==> src/rtl/core/hvac_pkg.sv <==
// hvac_pkg: shared widths, constants, codes and structs for the thermostat controller
// used by hvac_setpoint_map, hvac_ctrl_core, hvac_thermostat_controller_top and the bench
// no dependencies

package hvac_pkg;

    // field widths
    localparam int unsigned TEMP_W      = 11;
    localparam int unsigned POT_W       = 10;
    localparam int unsigned SETPOINT_W  = 9;
    localparam int unsigned HYST_W      = 7;
    localparam int unsigned LOCK_W      = 18;
    localparam int unsigned RUNDOWN_W   = 15;
    localparam int unsigned DEBOUNCE_W  = 10;
    localparam int unsigned CHANGE_W    = 8;
    localparam int unsigned MODE_W      = 2;
    localparam int unsigned COOL_W      = 2;
    localparam int unsigned CFG_DATA_W  = 18;
    localparam int unsigned CFG_INDEX_W = 3;

    // setpoint range defaults and the pot full-scale reading
    localparam int unsigned SETPOINT_MIN_DEF = 180;
    localparam int unsigned SETPOINT_MAX_DEF = 320;
    localparam int unsigned SETPOINT_RESET   = 250;
    localparam int unsigned POT_FULL         = 1023;

    // item kinds
    localparam logic REQ_TICK   = 1'b0;
    localparam logic REQ_SAMPLE = 1'b1;

    // configuration register indexes
    typedef enum logic [CFG_INDEX_W-1:0] {
        REG_HYST     = 3'd0,
        REG_LOCK     = 3'd1,
        REG_RUNDOWN  = 3'd2,
        REG_DEBOUNCE = 3'd3,
        REG_WARN     = 3'd4,
        REG_CHANGE   = 3'd5
    } cfg_index_t;

    // one input item
    typedef struct packed {
        logic                  req_type;
        logic                  button_level;
        logic [POT_W-1:0]      pot_value;
        logic [TEMP_W-1:0]     temp_tenths;
        logic                  temp_valid;
    } hvac_item_t;

    // configuration registers as seen by the core
    typedef struct packed {
        logic [HYST_W-1:0]     hysteresis_tenths;
        logic [LOCK_W-1:0]     lock_ms;
        logic [RUNDOWN_W-1:0]  rundown_ms;
        logic [DEBOUNCE_W-1:0] debounce_ms;
        logic [TEMP_W-1:0]     warn_tenths;
        logic [CHANGE_W-1:0]   change_min_tenths;
    } hvac_cfg_t;

    // status presented as one result item
    typedef struct packed {
        logic                  fan_on;
        logic                  compressor_on;
        logic [COOL_W-1:0]     cool_state;
        logic [MODE_W-1:0]     mode_now;
        logic                  locked_now;
        logic [SETPOINT_W-1:0] setpoint_now;
        logic                  cool_lamp;
        logic                  idle_lamp;
        logic                  warn_lamp;
    } hvac_status_t;

endpackage

==> src/rtl/core/hvac_setpoint_map.sv <==
// hvac_setpoint_map: maps the pot reading to a setpoint and decides whether it is taken
// depends on hvac_pkg

module hvac_setpoint_map #(
    parameter int unsigned SETPOINT_MIN = hvac_pkg::SETPOINT_MIN_DEF,
    parameter int unsigned SETPOINT_MAX = hvac_pkg::SETPOINT_MAX_DEF
) (
    input  logic [hvac_pkg::POT_W-1:0]      pot_value,
    input  logic [hvac_pkg::SETPOINT_W-1:0] setpoint_cur,
    input  logic [hvac_pkg::CHANGE_W-1:0]   change_min,
    output logic [hvac_pkg::SETPOINT_W-1:0] target,
    output logic                            update
);

    localparam int unsigned SPAN    = SETPOINT_MAX - SETPOINT_MIN;
    localparam int unsigned PROD_RAW = $clog2(hvac_pkg::POT_FULL * SPAN + 2);
    localparam int unsigned PROD_W  = (PROD_RAW > hvac_pkg::POT_W + 1) ?
                                      PROD_RAW : hvac_pkg::POT_W + 1;
    localparam int unsigned Q_W     = PROD_W - hvac_pkg::POT_W;
    localparam int unsigned REM_W   = ((Q_W > hvac_pkg::POT_W) ? Q_W : hvac_pkg::POT_W) + 1;
    localparam int unsigned SP_W    = hvac_pkg::SETPOINT_W;

    logic [PROD_W-1:0] prod;
    logic [Q_W-1:0]    q_low;
    logic [REM_W-1:0]  rem;
    logic              rem_over;
    logic [Q_W-1:0]    quot;
    logic [SP_W-1:0]   diff;

    // pot * span
    assign prod = PROD_W'(pot_value) * PROD_W'(SPAN);

    // divide by full scale: x = q*(full+1) + low = q*full + (q + low), one correction
    assign q_low    = prod[PROD_W-1:hvac_pkg::POT_W];
    assign rem      = REM_W'(prod[hvac_pkg::POT_W-1:0]) + REM_W'(q_low);
    assign rem_over = (rem >= REM_W'(hvac_pkg::POT_FULL));
    assign quot     = q_low + Q_W'(rem_over);

    assign target = SP_W'(SETPOINT_MIN) + SP_W'(quot);

    // absolute change against the current setpoint
    assign diff   = (target >= setpoint_cur) ? (target - setpoint_cur) : (setpoint_cur - target);
    assign update = (diff > SP_W'(change_min));

endmodule

==> src/rtl/core/hvac_ctrl_core.sv <==
// hvac_ctrl_core: controller state (mode, cooling machine, relays, lockout, counters)
// and its one-item update; depends on hvac_pkg and hvac_setpoint_map

module hvac_ctrl_core #(
    parameter int unsigned SETPOINT_MIN = hvac_pkg::SETPOINT_MIN_DEF,
    parameter int unsigned SETPOINT_MAX = hvac_pkg::SETPOINT_MAX_DEF
) (
    input  logic                  clk,
    input  logic                  rst_n,
    input  logic                  go,
    input  hvac_pkg::hvac_item_t  item,
    input  hvac_pkg::hvac_cfg_t   cfg,
    output hvac_pkg::hvac_status_t status
);

    typedef enum logic [hvac_pkg::MODE_W-1:0] {
        MODE_THERMO  = 2'd0,
        MODE_MANUAL  = 2'd1,
        MODE_STANDBY = 2'd2
    } mode_t;

    typedef enum logic [hvac_pkg::COOL_W-1:0] {
        COOL_OFF     = 2'd0,
        COOL_FAN     = 2'd1,
        COOL_FULL    = 2'd2,
        COOL_RUNDOWN = 2'd3
    } cool_t;

    localparam int unsigned TW = hvac_pkg::TEMP_W + 2;

    mode_t                             mode_reg, mode_next;
    cool_t                             cool_reg, cool_next;
    logic                              fan_reg, fan_next;
    logic                              comp_reg, comp_next;
    logic                              lock_reg, lock_next;
    logic [hvac_pkg::LOCK_W-1:0]       since_comp_stop_reg, since_comp_stop_next;
    logic [hvac_pkg::RUNDOWN_W-1:0]    since_rundown_reg, since_rundown_next;
    logic [hvac_pkg::DEBOUNCE_W-1:0]   since_press_reg, since_press_next;
    logic                              prev_button_reg, prev_button_next;
    logic [hvac_pkg::TEMP_W-1:0]       temp_store_reg, temp_store_next;
    logic [hvac_pkg::SETPOINT_W-1:0]   setpoint_reg, setpoint_next;

    logic [hvac_pkg::LOCK_W-1:0]       spc_inc;
    logic [hvac_pkg::RUNDOWN_W-1:0]    srd_inc;
    logic [hvac_pkg::DEBOUNCE_W-1:0]   spr_inc;
    logic                              press;
    logic [hvac_pkg::SETPOINT_W-1:0]   sp_target;
    logic                              sp_update;
    logic [hvac_pkg::TEMP_W-1:0]       temp_new;
    logic signed [TW-1:0]              t_cur;
    logic signed [TW-1:0]              sp_s;
    logic signed [TW-1:0]              upper;
    logic signed [TW-1:0]              lower;

    // pot to setpoint
    hvac_setpoint_map #(
        .SETPOINT_MIN (SETPOINT_MIN),
        .SETPOINT_MAX (SETPOINT_MAX)
    ) u_sp_map (
        .pot_value    (item.pot_value),
        .setpoint_cur (setpoint_reg),
        .change_min   (cfg.change_min_tenths),
        .target       (sp_target),
        .update       (sp_update)
    );

    // saturating millisecond counters, one step ahead
    assign spc_inc = (since_comp_stop_reg == '1) ? since_comp_stop_reg
                                                 : since_comp_stop_reg + 1'b1;
    assign srd_inc = (since_rundown_reg == '1) ? since_rundown_reg : since_rundown_reg + 1'b1;
    assign spr_inc = (since_press_reg == '1) ? since_press_reg : since_press_reg + 1'b1;

    // debounced falling edge of the mode button
    assign press = !item.button_level && prev_button_reg && (spr_inc > cfg.debounce_ms);

    // temperature used by the control step and the hysteresis band
    assign temp_new = item.temp_valid ? item.temp_tenths : temp_store_reg;
    assign t_cur    = signed'({{(TW - hvac_pkg::TEMP_W){temp_new[hvac_pkg::TEMP_W-1]}},
                               temp_new});
    assign sp_s     = signed'(TW'(setpoint_reg));
    assign upper    = sp_s + signed'(TW'(cfg.hysteresis_tenths));
    assign lower    = sp_s - signed'(TW'(cfg.hysteresis_tenths));

    // next state for one item
    always_comb
    begin
        mode_next            = mode_reg;
        cool_next            = cool_reg;
        fan_next             = fan_reg;
        comp_next            = comp_reg;
        lock_next            = lock_reg;
        since_comp_stop_next = since_comp_stop_reg;
        since_rundown_next   = since_rundown_reg;
        since_press_next     = since_press_reg;
        prev_button_next     = prev_button_reg;
        temp_store_next      = temp_store_reg;
        setpoint_next        = setpoint_reg;

        if (go)
        begin
            if (item.req_type == hvac_pkg::REQ_TICK)
            begin
                // millisecond tick
                since_comp_stop_next = spc_inc;
                since_rundown_next   = srd_inc;
                since_press_next     = spr_inc;
                if (press)
                begin
                    since_press_next = '0;
                    case (mode_reg)
                        MODE_THERMO: mode_next = MODE_MANUAL;
                        MODE_MANUAL: mode_next = MODE_STANDBY;
                        default:     mode_next = MODE_THERMO;
                    endcase
                end
                prev_button_next = item.button_level;
                if (sp_update)
                begin
                    setpoint_next = sp_target;
                end
                if (lock_reg && (spc_inc >= cfg.lock_ms))
                begin
                    lock_next = 1'b0;
                end
            end
            else
            begin
                // temperature sample and control step
                temp_store_next = temp_new;
                case (mode_reg)
                    MODE_STANDBY:
                    begin
                        comp_next = 1'b0;
                        fan_next  = 1'b0;
                        cool_next = COOL_OFF;
                    end
                    MODE_MANUAL:
                    begin
                        if (!lock_reg)
                        begin
                            comp_next = 1'b1;
                            fan_next  = 1'b1;
                            cool_next = COOL_FULL;
                        end
                    end
                    default:
                    begin
                        case (cool_reg)
                            COOL_OFF:
                            begin
                                if (t_cur > upper)
                                begin
                                    fan_next = 1'b1;
                                    if (!lock_reg)
                                    begin
                                        comp_next = 1'b1;
                                        cool_next = COOL_FULL;
                                    end
                                    else
                                    begin
                                        cool_next = COOL_FAN;
                                    end
                                end
                            end
                            COOL_FAN:
                            begin
                                if (!lock_reg && (t_cur > upper))
                                begin
                                    comp_next = 1'b1;
                                    cool_next = COOL_FULL;
                                end
                                else if (t_cur <= sp_s)
                                begin
                                    fan_next  = 1'b0;
                                    cool_next = COOL_OFF;
                                end
                            end
                            COOL_FULL:
                            begin
                                // compressor stop starts lockout and rundown
                                if (t_cur <= lower)
                                begin
                                    comp_next            = 1'b0;
                                    lock_next            = 1'b1;
                                    since_comp_stop_next = '0;
                                    since_rundown_next   = '0;
                                    cool_next            = COOL_RUNDOWN;
                                end
                            end
                            default:
                            begin
                                if (since_rundown_reg >= cfg.rundown_ms)
                                begin
                                    fan_next  = 1'b0;
                                    cool_next = COOL_OFF;
                                end
                            end
                        endcase
                    end
                endcase
            end
        end
    end

    // state registers
    always_ff @(posedge clk or negedge rst_n)
    begin
        if (!rst_n)
        begin
            mode_reg            <= MODE_THERMO;
            cool_reg            <= COOL_OFF;
            fan_reg             <= 1'b0;
            comp_reg            <= 1'b0;
            lock_reg            <= 1'b0;
            since_comp_stop_reg <= '0;
            since_rundown_reg   <= '0;
            since_press_reg     <= '0;
            prev_button_reg     <= 1'b1;
            temp_store_reg      <= '0;
            setpoint_reg        <= hvac_pkg::SETPOINT_W'(hvac_pkg::SETPOINT_RESET);
        end
        else
        begin
            mode_reg            <= mode_next;
            cool_reg            <= cool_next;
            fan_reg             <= fan_next;
            comp_reg            <= comp_next;
            lock_reg            <= lock_next;
            since_comp_stop_reg <= since_comp_stop_next;
            since_rundown_reg   <= since_rundown_next;
            since_press_reg     <= since_press_next;
            prev_button_reg     <= prev_button_next;
            temp_store_reg      <= temp_store_next;
            setpoint_reg        <= setpoint_next;
        end
    end

    // status straight from state
    assign status.fan_on        = fan_reg;
    assign status.compressor_on = comp_reg;
    assign status.cool_state    = cool_reg;
    assign status.mode_now      = mode_reg;
    assign status.locked_now    = lock_reg;
    assign status.setpoint_now  = setpoint_reg;
    assign status.cool_lamp     = (cool_reg == COOL_FULL);
    assign status.idle_lamp     = (cool_reg == COOL_OFF);
    assign status.warn_lamp     = ($signed(temp_store_reg) > $signed(cfg.warn_tenths));

    // compressor runs exactly in full cooling
    a_comp_full: assert property (@(posedge clk) disable iff (!rst_n)
        comp_reg == (cool_reg == COOL_FULL))
        else $error("compressor relay out of step with cooling state");

    // fan runs in every state but off
    a_fan_state: assert property (@(posedge clk) disable iff (!rst_n)
        fan_reg == (cool_reg != COOL_OFF))
        else $error("fan relay out of step with cooling state");

    // entering rundown always starts the lockout from zero
    a_stop_lock: assert property (@(posedge clk) disable iff (!rst_n)
        (cool_reg == COOL_RUNDOWN && $past(cool_reg) != COOL_RUNDOWN)
        |-> (lock_reg && since_comp_stop_reg == '0))
        else $error("compressor stop without lockout start");

    // control state moves only when an item is processed
    a_quiet: assert property (@(posedge clk) disable iff (!rst_n)
        !go |=> ($stable(mode_reg) && $stable(cool_reg) && $stable(setpoint_reg)))
        else $error("state changed without an item");

endmodule

==> src/rtl/core/hvac_thermostat_controller_top.sv <==
// Thermostat controller top level: one result item for every input item, in order.
// Throughput is one item per clock while out_stall stays low; an accepted item waits in the
// item register and is processed in the following cycle when the result slot is free, and
// the state update and the result appear together at the next edge. The result is read
// straight from the controller state, which holds while out_stall is high, and the item
// register lets one more item be taken meanwhile. Configuration writes take effect at the
// next edge. Depends on hvac_pkg and hvac_ctrl_core.

module hvac_thermostat_controller_top #(
    parameter int unsigned SETPOINT_MIN = hvac_pkg::SETPOINT_MIN_DEF,
    parameter int unsigned SETPOINT_MAX = hvac_pkg::SETPOINT_MAX_DEF
) (
    input  logic                                clk,
    input  logic                                rst_n,

    // configuration write port
    input  logic                                cfg_we,
    input  logic [hvac_pkg::CFG_INDEX_W-1:0]    cfg_index,
    input  logic [hvac_pkg::CFG_DATA_W-1:0]     cfg_data,

    // input channel
    input  logic                                in_valid,
    output logic                                in_stall,
    input  logic                                req_type,
    input  logic                                button_level,
    input  logic [hvac_pkg::POT_W-1:0]          pot_value,
    input  logic signed [hvac_pkg::TEMP_W-1:0]  temp_tenths,
    input  logic                                temp_valid,

    // output channel
    output logic                                out_valid,
    input  logic                                out_stall,
    output logic                                fan_on,
    output logic                                compressor_on,
    output logic [hvac_pkg::COOL_W-1:0]         cool_state,
    output logic [hvac_pkg::MODE_W-1:0]         mode_now,
    output logic                                locked_now,
    output logic [hvac_pkg::SETPOINT_W-1:0]     setpoint_now,
    output logic                                cool_lamp,
    output logic                                idle_lamp,
    output logic                                warn_lamp
);

    localparam int unsigned HYST_RESET     = 20;
    localparam int unsigned LOCK_RESET     = 180000;
    localparam int unsigned RUNDOWN_RESET  = 30000;
    localparam int unsigned DEBOUNCE_RESET = 250;
    localparam int unsigned WARN_RESET     = 320;
    localparam int unsigned CHANGE_RESET   = 5;

    hvac_pkg::hvac_cfg_t    cfg_reg;
    hvac_pkg::hvac_item_t   item_reg;
    logic                   item_valid_reg, item_valid_next;
    logic                   out_valid_reg, out_valid_next;
    logic                   in_take;
    logic                   go;
    hvac_pkg::hvac_status_t status;

    // configuration registers
    always_ff @(posedge clk or negedge rst_n)
    begin
        if (!rst_n)
        begin
            cfg_reg.hysteresis_tenths <= hvac_pkg::HYST_W'(HYST_RESET);
            cfg_reg.lock_ms           <= hvac_pkg::LOCK_W'(LOCK_RESET);
            cfg_reg.rundown_ms        <= hvac_pkg::RUNDOWN_W'(RUNDOWN_RESET);
            cfg_reg.debounce_ms       <= hvac_pkg::DEBOUNCE_W'(DEBOUNCE_RESET);
            cfg_reg.warn_tenths       <= hvac_pkg::TEMP_W'(WARN_RESET);
            cfg_reg.change_min_tenths <= hvac_pkg::CHANGE_W'(CHANGE_RESET);
        end
        else if (cfg_we)
        begin
            case (cfg_index)
                hvac_pkg::REG_HYST:
                    cfg_reg.hysteresis_tenths <= cfg_data[hvac_pkg::HYST_W-1:0];
                hvac_pkg::REG_LOCK:
                    cfg_reg.lock_ms           <= cfg_data[hvac_pkg::LOCK_W-1:0];
                hvac_pkg::REG_RUNDOWN:
                    cfg_reg.rundown_ms        <= cfg_data[hvac_pkg::RUNDOWN_W-1:0];
                hvac_pkg::REG_DEBOUNCE:
                    cfg_reg.debounce_ms       <= cfg_data[hvac_pkg::DEBOUNCE_W-1:0];
                hvac_pkg::REG_WARN:
                    cfg_reg.warn_tenths       <= cfg_data[hvac_pkg::TEMP_W-1:0];
                hvac_pkg::REG_CHANGE:
                    cfg_reg.change_min_tenths <= cfg_data[hvac_pkg::CHANGE_W-1:0];
                default:      ;
            endcase
        end
    end

    // item moves into the core when the result slot is free or being taken
    assign go       = item_valid_reg && (!out_valid_reg || !out_stall);
    assign in_stall = item_valid_reg && !go;
    assign in_take  = in_valid && !in_stall;

    assign item_valid_next = in_take ? 1'b1 : (go ? 1'b0 : item_valid_reg);
    assign out_valid_next  = go ? 1'b1 : (out_stall ? out_valid_reg : 1'b0);

    // handshake state
    always_ff @(posedge clk or negedge rst_n)
    begin
        if (!rst_n)
        begin
            item_valid_reg <= 1'b0;
            out_valid_reg  <= 1'b0;
        end
        else
        begin
            item_valid_reg <= item_valid_next;
            out_valid_reg  <= out_valid_next;
        end
    end

    // item register
    always_ff @(posedge clk)
    begin
        if (in_take)
        begin
            item_reg.req_type     <= req_type;
            item_reg.button_level <= button_level;
            item_reg.pot_value    <= pot_value;
            item_reg.temp_tenths  <= temp_tenths;
            item_reg.temp_valid   <= temp_valid;
        end
    end

    // controller state and update
    hvac_ctrl_core #(
        .SETPOINT_MIN (SETPOINT_MIN),
        .SETPOINT_MAX (SETPOINT_MAX)
    ) u_core (
        .clk    (clk),
        .rst_n  (rst_n),
        .go     (go),
        .item   (item_reg),
        .cfg    (cfg_reg),
        .status (status)
    );

    // result item
    assign out_valid     = out_valid_reg;
    assign fan_on        = status.fan_on;
    assign compressor_on = status.compressor_on;
    assign cool_state    = status.cool_state;
    assign mode_now      = status.mode_now;
    assign locked_now    = status.locked_now;
    assign setpoint_now  = status.setpoint_now;
    assign cool_lamp     = status.cool_lamp;
    assign idle_lamp     = status.idle_lamp;
    assign warn_lamp     = status.warn_lamp;

endmodule

==> config.mk <==
export PLATFORM = sky130hd
export DESIGN_NAME = hvac_thermostat_controller_top
export DESIGN_NICKNAME = d
export VERILOG_FILES = /design/src/rtl/core/hvac_pkg.sv /design/src/rtl/core/hvac_setpoint_map.sv /design/src/rtl/core/hvac_ctrl_core.sv /design/src/rtl/core/hvac_thermostat_controller_top.sv
export SDC_FILE = /design/constraint.sdc
export NUM_CORES = 1
export LEC_CHECK = 0
export BUFFER_PORTS_ARGS = -buffer_cell sky130_fd_sc_hd__buf_2
export CAP_MARGIN = 20
export CELL_PAD_IN_SITES_DETAIL_PLACEMENT = 0
export CELL_PAD_IN_SITES_GLOBAL_PLACEMENT = 1
export CORE_MARGIN = 2
export CORE_UTILIZATION = 53
export CTS_CLUSTER_DIAMETER = 80
export DETAILED_ROUTE_END_ITERATION = 7
export GPL_ROUTABILITY_DRIVEN = 0
export HOLD_SLACK_MARGIN = 0.1
export MAX_ROUTING_LAYER = met4
export PLACE_DENSITY_LB_ADDON = 0.2
export SLEW_MARGIN = 5
export SYNTH_ARGS = -nofsm -noshare
export SYNTH_HDL_FRONTEND = slang
export SYNTH_HIERARCHICAL = 1
export SYNTH_SLANG_ARGS = --single-unit
==> constraint.sdc <==
create_clock -name clk -period 15.8 [get_ports clk]
set_input_delay 0.79 -clock clk [delete_from_list [all_inputs] [get_ports clk]]
set_output_delay 0.79 -clock clk [all_outputs]
set_load 0.1 [all_outputs]
# After elaboration in Yosys (flattened, before gate mapping)
# Index checks and enable logic that the tools add are counted.
classes:
  addsub: 10
  multipliers: 1
  magnitude_cmp: 10
  eq_ne: 25
  muxes: 46
  bitwise: 1
  n_reduce_logical: 39
ops:
  columns: ["op", "count"]
  rows:
  - ["18-bit two-way mux", 5]
  - ["15-bit two-way mux", 5]
  - ["11-bit greater-than comparator", 2]
  - ["11-bit by 10-bit less-or-equal comparator with 1-bit output", 2]
  - ["10-bit two-way mux", 2]
  - ["18-bit by 1-bit adder with 18-bit output (second input constant)", 1]
  - ["18-bit equality test (second input constant)", 1]
  - ["18-bit >= comparator", 1]
  - ["1-bit two-way mux", 18]
  - ["9-bit subtractor", 2]
  - ["10-bit by 6-bit multiplier with 16-bit output (second input constant)", 1]
  - ["2-bit AND reduction", 8]
  - ["15-bit by 1-bit adder with 15-bit output (second input constant)", 1]
  - ["15-bit equality test (second input constant)", 1]
  - ["15-bit >= comparator", 1]
  - ["2-bit two-way mux", 7]
  - ["10-bit by 8-bit adder with 11-bit output", 1]
  - ["11-bit by 10-bit >= comparator with 1-bit output (second input constant)", 1]
  - ["11-bit two-way mux", 1]
  - ["10-bit by 1-bit adder with 10-bit output (second input constant)", 1]
  - ["9-bit by 7-bit adder with 10-bit output", 1]
  - ["10-bit equality test (second input constant)", 1]
  - ["10-bit greater-than comparator", 1]
  - ["5-bit AND reduction", 2]
  - ["other kinds (37)", 65]
word_totals:
  register_bits: 166
  output_inout_bits: 21
  elab_cells: 156

# Depth between registers and ports, before layout
depth:
  ltp_word: 9
  mapped_depth: 52

# Hierarchy
# The synthesis kept the hierarchy.
modules_own_cells:
  columns: ["module", "instances", "cells_each", "area_per_inst_um2", "seq_area_each_um2"]
  rows:
  - ["hvac_ctrl_core", 1, 765, 6676.4, 1785.5]
  - ["hvac_thermostat_controller_top", 1, 182, 3464.6, 2532.4]
  - ["hvac_setpoint_map", 1, 370, 2763.9, 0.0]

# Least setup slack after synthesis
# Ideal clock, no wire load.
synth_timing:
  path_kind: "reg-to-reg"
  startpoint: "register, netlist name item_reg[18]"
  endpoint: "register u_core/setpoint_reg[0] (netlist bit)"
  setup_time_ns: 0.126
  arrival_time_ns: 9.242
  slack_ns: 6.431
  stages_incl_launch_ff: 52
  path_buffers: 2
  period_less_slack_ns: 9.369
  cell_sequence: "edfxtp_1 -> ha_1 -> ha_1 -> inv_1 -> fa_1 -> inv_1 -> ha_1 -> a21o_1 -> nand2_1 -> nand3_1 -> and3_1 -> nor2_1 -> nor2_1 -> o21ai_0 -> inv_1 -> ha_1 -> inv_1 -> nor3_1 -> (+16 left out) -> a41o_1 -> a211o_1 -> o211ai_2 -> nand2_2 -> buf_2 -> mux2i_1 -> ha_1 -> nor2b_1 -> o21a_1 -> o21a_1 -> o21a_1 -> o21a_1 -> o21ai_0 -> a21oi_1 -> nor2b_1 -> mux2i_1 -> nand2_1 -> mux2_2"
synth_between:
  elab_chain_len: 9
synth_rtl:
  columns: ["item", "line", "rtl"]
  rows:
  - ["10-bit by 6-bit multiplier with 16-bit output *", "hvac_setpoint_map.sv:31", "assign prod = PROD_W'(pot_value) * PROD_W'(SPAN);"]
  - ["10-bit by 8-bit adder with 11-bit output", "hvac_setpoint_map.sv:35", "assign rem = REM_W'(prod[hvac_pkg::POT_W-1:0]) + REM_W'(q_low);"]
  - ["11-bit by 10-bit >= comparator with 1-bit output", "hvac_setpoint_map.sv:36", "assign rem_over = (rem >= REM_W'(hvac_pkg::POT_FULL));"]
  - ["8-bit by 1-bit adder with 8-bit output *", "hvac_setpoint_map.sv:37", "assign quot = q_low + Q_W'(rem_over);"]
  - ["8-bit by 8-bit adder with 9-bit output *", "hvac_setpoint_map.sv:39", "assign target = SP_W'(SETPOINT_MIN) + SP_W'(quot);"]
  - ["via u_core.sp_target, one bit", "hvac_ctrl_core.sv:47", "logic [hvac_pkg::SETPOINT_W-1:0] sp_target;"]
  - ["9-bit subtractor / 9-bit >= comparator (equally long branches)", "hvac_setpoint_map.sv:42", "assign diff = (target >= setpoint_cur) ? (target - setpoint_cur) : (setpoint_cur - target);"]
  - ["9-bit two-way mux *", "hvac_setpoint_map.sv:42", null]
  - ["9-bit by 8-bit greater-than comparator with 1-bit output *", "hvac_setpoint_map.sv:43", "assign update = (diff > SP_W'(change_min));"]
  - ["via u_core.sp_update", "hvac_ctrl_core.sv:48", "logic sp_update;"]
  - ["3-bit AND reduction (no source line) *", null, null]
  - ["end signal: assignment", "hvac_ctrl_core.sv:220", "setpoint_reg <= hvac_pkg::SETPOINT_W'(hvac_pkg::SETPOINT_RESET);"]
  - ["end signal: assignment", "hvac_ctrl_core.sv:234", "setpoint_reg <= setpoint_next;"]
  - ["end: declaration", "hvac_ctrl_core.sv:41", "logic [hvac_pkg::SETPOINT_W-1:0] setpoint_reg, setpoint_next;"]
# Mark *: on every way through the listed nets, which the timed path passes. The rest lies on a longest branch.
# A chain may end at the register's enable or synchronous reset.

# Worst setup path after layout
layout_timing:
  startpoint: "register, netlist name item_reg[18]"
  endpoint: "register u_core/setpoint_reg[8] (netlist bit)"
layout_between:
  elab_chain_len: 9
layout_rtl:
  columns: ["item", "line"]
  rows:
  - ["10-bit by 6-bit multiplier with 16-bit output *", "hvac_setpoint_map.sv:31"]
  - ["10-bit by 8-bit adder with 11-bit output", "hvac_setpoint_map.sv:35"]
  - ["11-bit by 10-bit >= comparator with 1-bit output", "hvac_setpoint_map.sv:36"]
  - ["8-bit by 1-bit adder with 8-bit output *", "hvac_setpoint_map.sv:37"]
  - ["8-bit by 8-bit adder with 9-bit output *", "hvac_setpoint_map.sv:39"]
  - ["via u_core.sp_target, one bit", "hvac_ctrl_core.sv:47"]
  - ["9-bit subtractor / 9-bit >= comparator (equally long branches)", "hvac_setpoint_map.sv:42"]
  - ["9-bit two-way mux *", "hvac_setpoint_map.sv:42"]
  - ["9-bit by 8-bit greater-than comparator with 1-bit output *", "hvac_setpoint_map.sv:43"]
  - ["via u_core.sp_update", "hvac_ctrl_core.sv:48"]
  - ["3-bit AND reduction (no source line) *", null]
# Marked as above.

==> metrics.md <==
| Metric | Value |
|---|---|
| # H-tree levels | 4 |
| GRT Total Usage | 0.250 |
| Biggest area consumer among synthesized cells | sky130_fd_sc_hd__dfrtp_1 |
| Synthesized area per cell | 9.80 sq um |
| Sequential standard cell area | 4320 sq um |
| Cell at the root of the clock tree | sky130_fd_sc_hd__clkbuf_16 |
| Count of synthesis-stage warnings from yosys | 6 |
| Distinct cells, synth | 87 |
| Arrival time of the worst setup path | 10,580 ps |
| Final worst clock skew | 11.2 ps |
| Die width | 160 microns |
| Crit Path Max Fanout | 13 |
| Count of final setup violators | 0 |
| Multi-input gate area in the final layout | 7850 sq um |
| Max-slew headroom at the worst pin | 0.396 |
| Placed cell count | 1,678 |
| Most frequently used flop master after synthesis | sky130_fd_sc_hd__dfrtp_1 |
| Fin worst setup slack | 5530 ps |
| Die boundary height | 160 microns |
| Pin count of the biggest net entering global routing | 82 |
| Initial standard-cell utilization of the core | 0.535 |
| Clock Pin Slew Worst Setup and Hold Paths | 70 ps |
| First-pass GRT wire length | 49.7 mm |
| Unrepaired setup endpoints after global routing | false |
| Post-Route WL | 30.1 mm |
| TritonCTS Buffers | 17 |
| Crit path launch | item_reg[18] |
| Final Critical Period | 10,270 ps |
| Deepest clock path buffer count | 2 |
| Buffers on Ports | 70 |
| Core Rows | 57 |
| Proportion of layout cells with a drive suffix above 1 | 0.193 |
| Top area cells in the synthesized netlist | sky130_fd_sc_hd__dfrtp_1, sky130_fd_sc_hd__ha_1, sky130_fd_sc_hd__mux2_2 |
| CTS tree | done |
| Worst stage delay on the critical path | 520 ps |
| Postcts setup bufs | 0 |
| Via density per instance | 5.65 |
| Initial antenna violation count | 0 |
| Pins over their slew limit | 0 |
| Capturing point of the worst reg2reg path | u_core/setpoint_reg[8] |
| Most numerous cell types in the synthesized netlist | sky130_fd_sc_hd__ha_1, sky130_fd_sc_hd__inv_1, sky130_fd_sc_hd__dfrtp_1, sky130_fd_sc_hd__mux2_2, sky130_fd_sc_hd__nand2_1 |
| Top Ports | 71 |
| EDFF count, synth | 24 |
| Clk sinks | 166 |
| DIE AREA | 25,600 sq um |
| Core area | 24,100 sq um |
| Total gr overflow | 0 |
| Number of iterations in the first detailed-routing pass | 5 |
| Post-synthesis sequential area ratio | 0.335 |
| Number of cells on the worst reg-to-reg path | 48 |
| Run status | finished clean |
| # diodes | 0 |
| Worst setup slack after placement | 5530 ps |
| Fill cells | 2,157 |
| Post-cts sizing count | 0 |
| IR drop worst, VDD | 0.177 mV |
| Proportion of netlist area held by the largest area contributor | 0.207 |
| Placed standard-cell area | 13,500 sq um |
| Most frequent cell after synthesis | sky130_fd_sc_hd__ha_1 |
| Post-route DRC violation count | 0 |
| Category of the worst setup path capture point | flop |
| Ratio of final minimum period to clock period | 0.650 |
| Req. time, crit path | 16,110 ps |
| Synth async-reset ratio | 0.855 |
| Cell type with the highest occurrence count on the critical path | sky130_fd_sc_hd__ha_1 |
| Cell count after synthesis | 1,317 |
| Pwr dens | 201 nW/um^2 |
| Clock latency at the later pin of the worst-skew pair | 440 ps |
| Startpoint type of the worst setup path | flop |
| Slack of the worst reg-to-reg path | 5530 ps |
| Peak Freq | 0.0973 GHz |
| FF+latch count, synth | 166 |
| Critical Setup Path Class | flop to flop |
| Routed via count | 9,668 |
| Number of buffers added to fix hold violations after cts | 0 |
| Synth Cell Area | 12,900 sq um |
| Max-capacitance violation count | 0 |
| Cell leakage power | 6.65 nW |
| Slowest library cell on the worst path | sky130_fd_sc_hd__fa_1 |
| Post-layout instance count excluding filler cells | 1,711 |
| Synthesized net count | 1,548 |
| Final nets | 1,605 |
| Count of endpoints failing hold in the final timing report | 0 |
| Hold slack | 319 ps |
| Drt initial violations | 405 |
| Startpoint of the most critical register-to-register path | item_reg[18] |
| Hold Path Class | input port to asynchronous set/reset pin |
| Routed wire per std cell | 17.6 microns |
| Worst-Margin Slew | 902 ps |
| Antenna Nets Post-Route | 0 |
| Max FFs per register | 69 |
| Setup TNS | 0 ps |
| Number of global-route vias before repair | 9,667 |
| Layout overhead on the synthesized area | 9.59% |
| Final std cell area, no fill | 14,100 sq um |
| Post-DP HPWL | 23.0 mm |
## report_power, final
| group | switching, mW | internal (mW) |
|---|---|---|
| clock | 0.202 | 0.214 |
| sequential | 0.101 | 0.542 |
| combinational | 1.06 | 0.731 |
## logic make-up after synthesis
group           synth area share
compound gates             0.129
mux                        0.106
fa+ha+maj                  0.182
xor+xnor                  0.0509
simple gates               0.138
buf+inv                   0.0596
flops                      0.335
## worst max-delay path: cells and delay by family, from the launching register on
| family | cells | cell delay (ps) |
|---|---|---|
| adder cells (fa/ha/maj) | 9 | 2960 |
| AO/OA/AOI/OAI | 14 | 2690 |
| AND/OR/NAND/NOR | 13 | 2010 |
| multiplexers | 4 | 1070 |
| XOR/XNOR | 4 | 650 |
| flip-flops | 1 | 430 |
| buffers and inverters | 4 | 340 |
## cell type report
type	count	area share
Timing Repair Buffer	77	0.0303
Clock buffer	18	0.0311
Sequential cell	166	0.305
Tap cell	324	0.0287
Inverter	151	0.0401
Multi-Input combinational cell	961	0.555
Clock inverter	14	0.00947
## metal layers
layer	GRT usage	wire, microns	vias to the layer above
li1	-	-	4795
met1	0.315	13800	4669
met2	0.428	14900	173
met3	0.0353	974	31
met4	0.0590	444	0
met5	-	0	-
## cells in the final DEF (no fill, tap or decap), types with 16 or more instances in the layout
master | netlist | routed
sky130_fd_sc_hd__nand4_1 | 20 | 20
sky130_fd_sc_hd__dfstp_2 | 35 | 35
sky130_fd_sc_hd__buf_2 | 9 | 69
sky130_fd_sc_hd__xnor2_1 | 48 | 48
sky130_fd_sc_hd__nand2_1 | 73 | 73
sky130_fd_sc_hd__a21o_1 | 16 | 16
sky130_fd_sc_hd__nand3_1 | 47 | 47
sky130_fd_sc_hd__inv_1 | 151 | 151
sky130_fd_sc_hd__edfxtp_1 | 24 | 24
sky130_fd_sc_hd__dfrtp_1 | 107 | 107
sky130_fd_sc_hd__xor2_1 | 27 | 27
sky130_fd_sc_hd__a31oi_1 | 23 | 23
sky130_fd_sc_hd__clkbuf_16 | 0 | 17
sky130_fd_sc_hd__o21ai_0 | 48 | 48
sky130_fd_sc_hd__a21oi_1 | 66 | 66
sky130_fd_sc_hd__nor2b_1 | 21 | 20
sky130_fd_sc_hd__nor2_1 | 63 | 63
sky130_fd_sc_hd__ha_1 | 170 | 170
sky130_fd_sc_hd__mux2_2 | 96 | 96
## worst max-delay path by stage
stage	to	cells after the start
CTS	u_core/setpoint_reg[8]	44
finish	u_core/setpoint_reg[8]	48
global route	u_core/setpoint_reg[8]	48
global placement	u_core/setpoint_reg[2]	44
detailed placement	u_core/setpoint_reg[8]	48
floorplan	u_core/setpoint_reg[0]	51
## metrics by stage
stage	total power, mW	util
3_5_place_dp	2.42	0.562
4_1_cts	2.85	0.586
2_1_floorplan	2.06	-
5_1_grt	3.10	0.587
3_3_place_gp	2.40	0.562
6_report	2.85	0.587
Note: power is estimated with default switching activity, not from simulation.
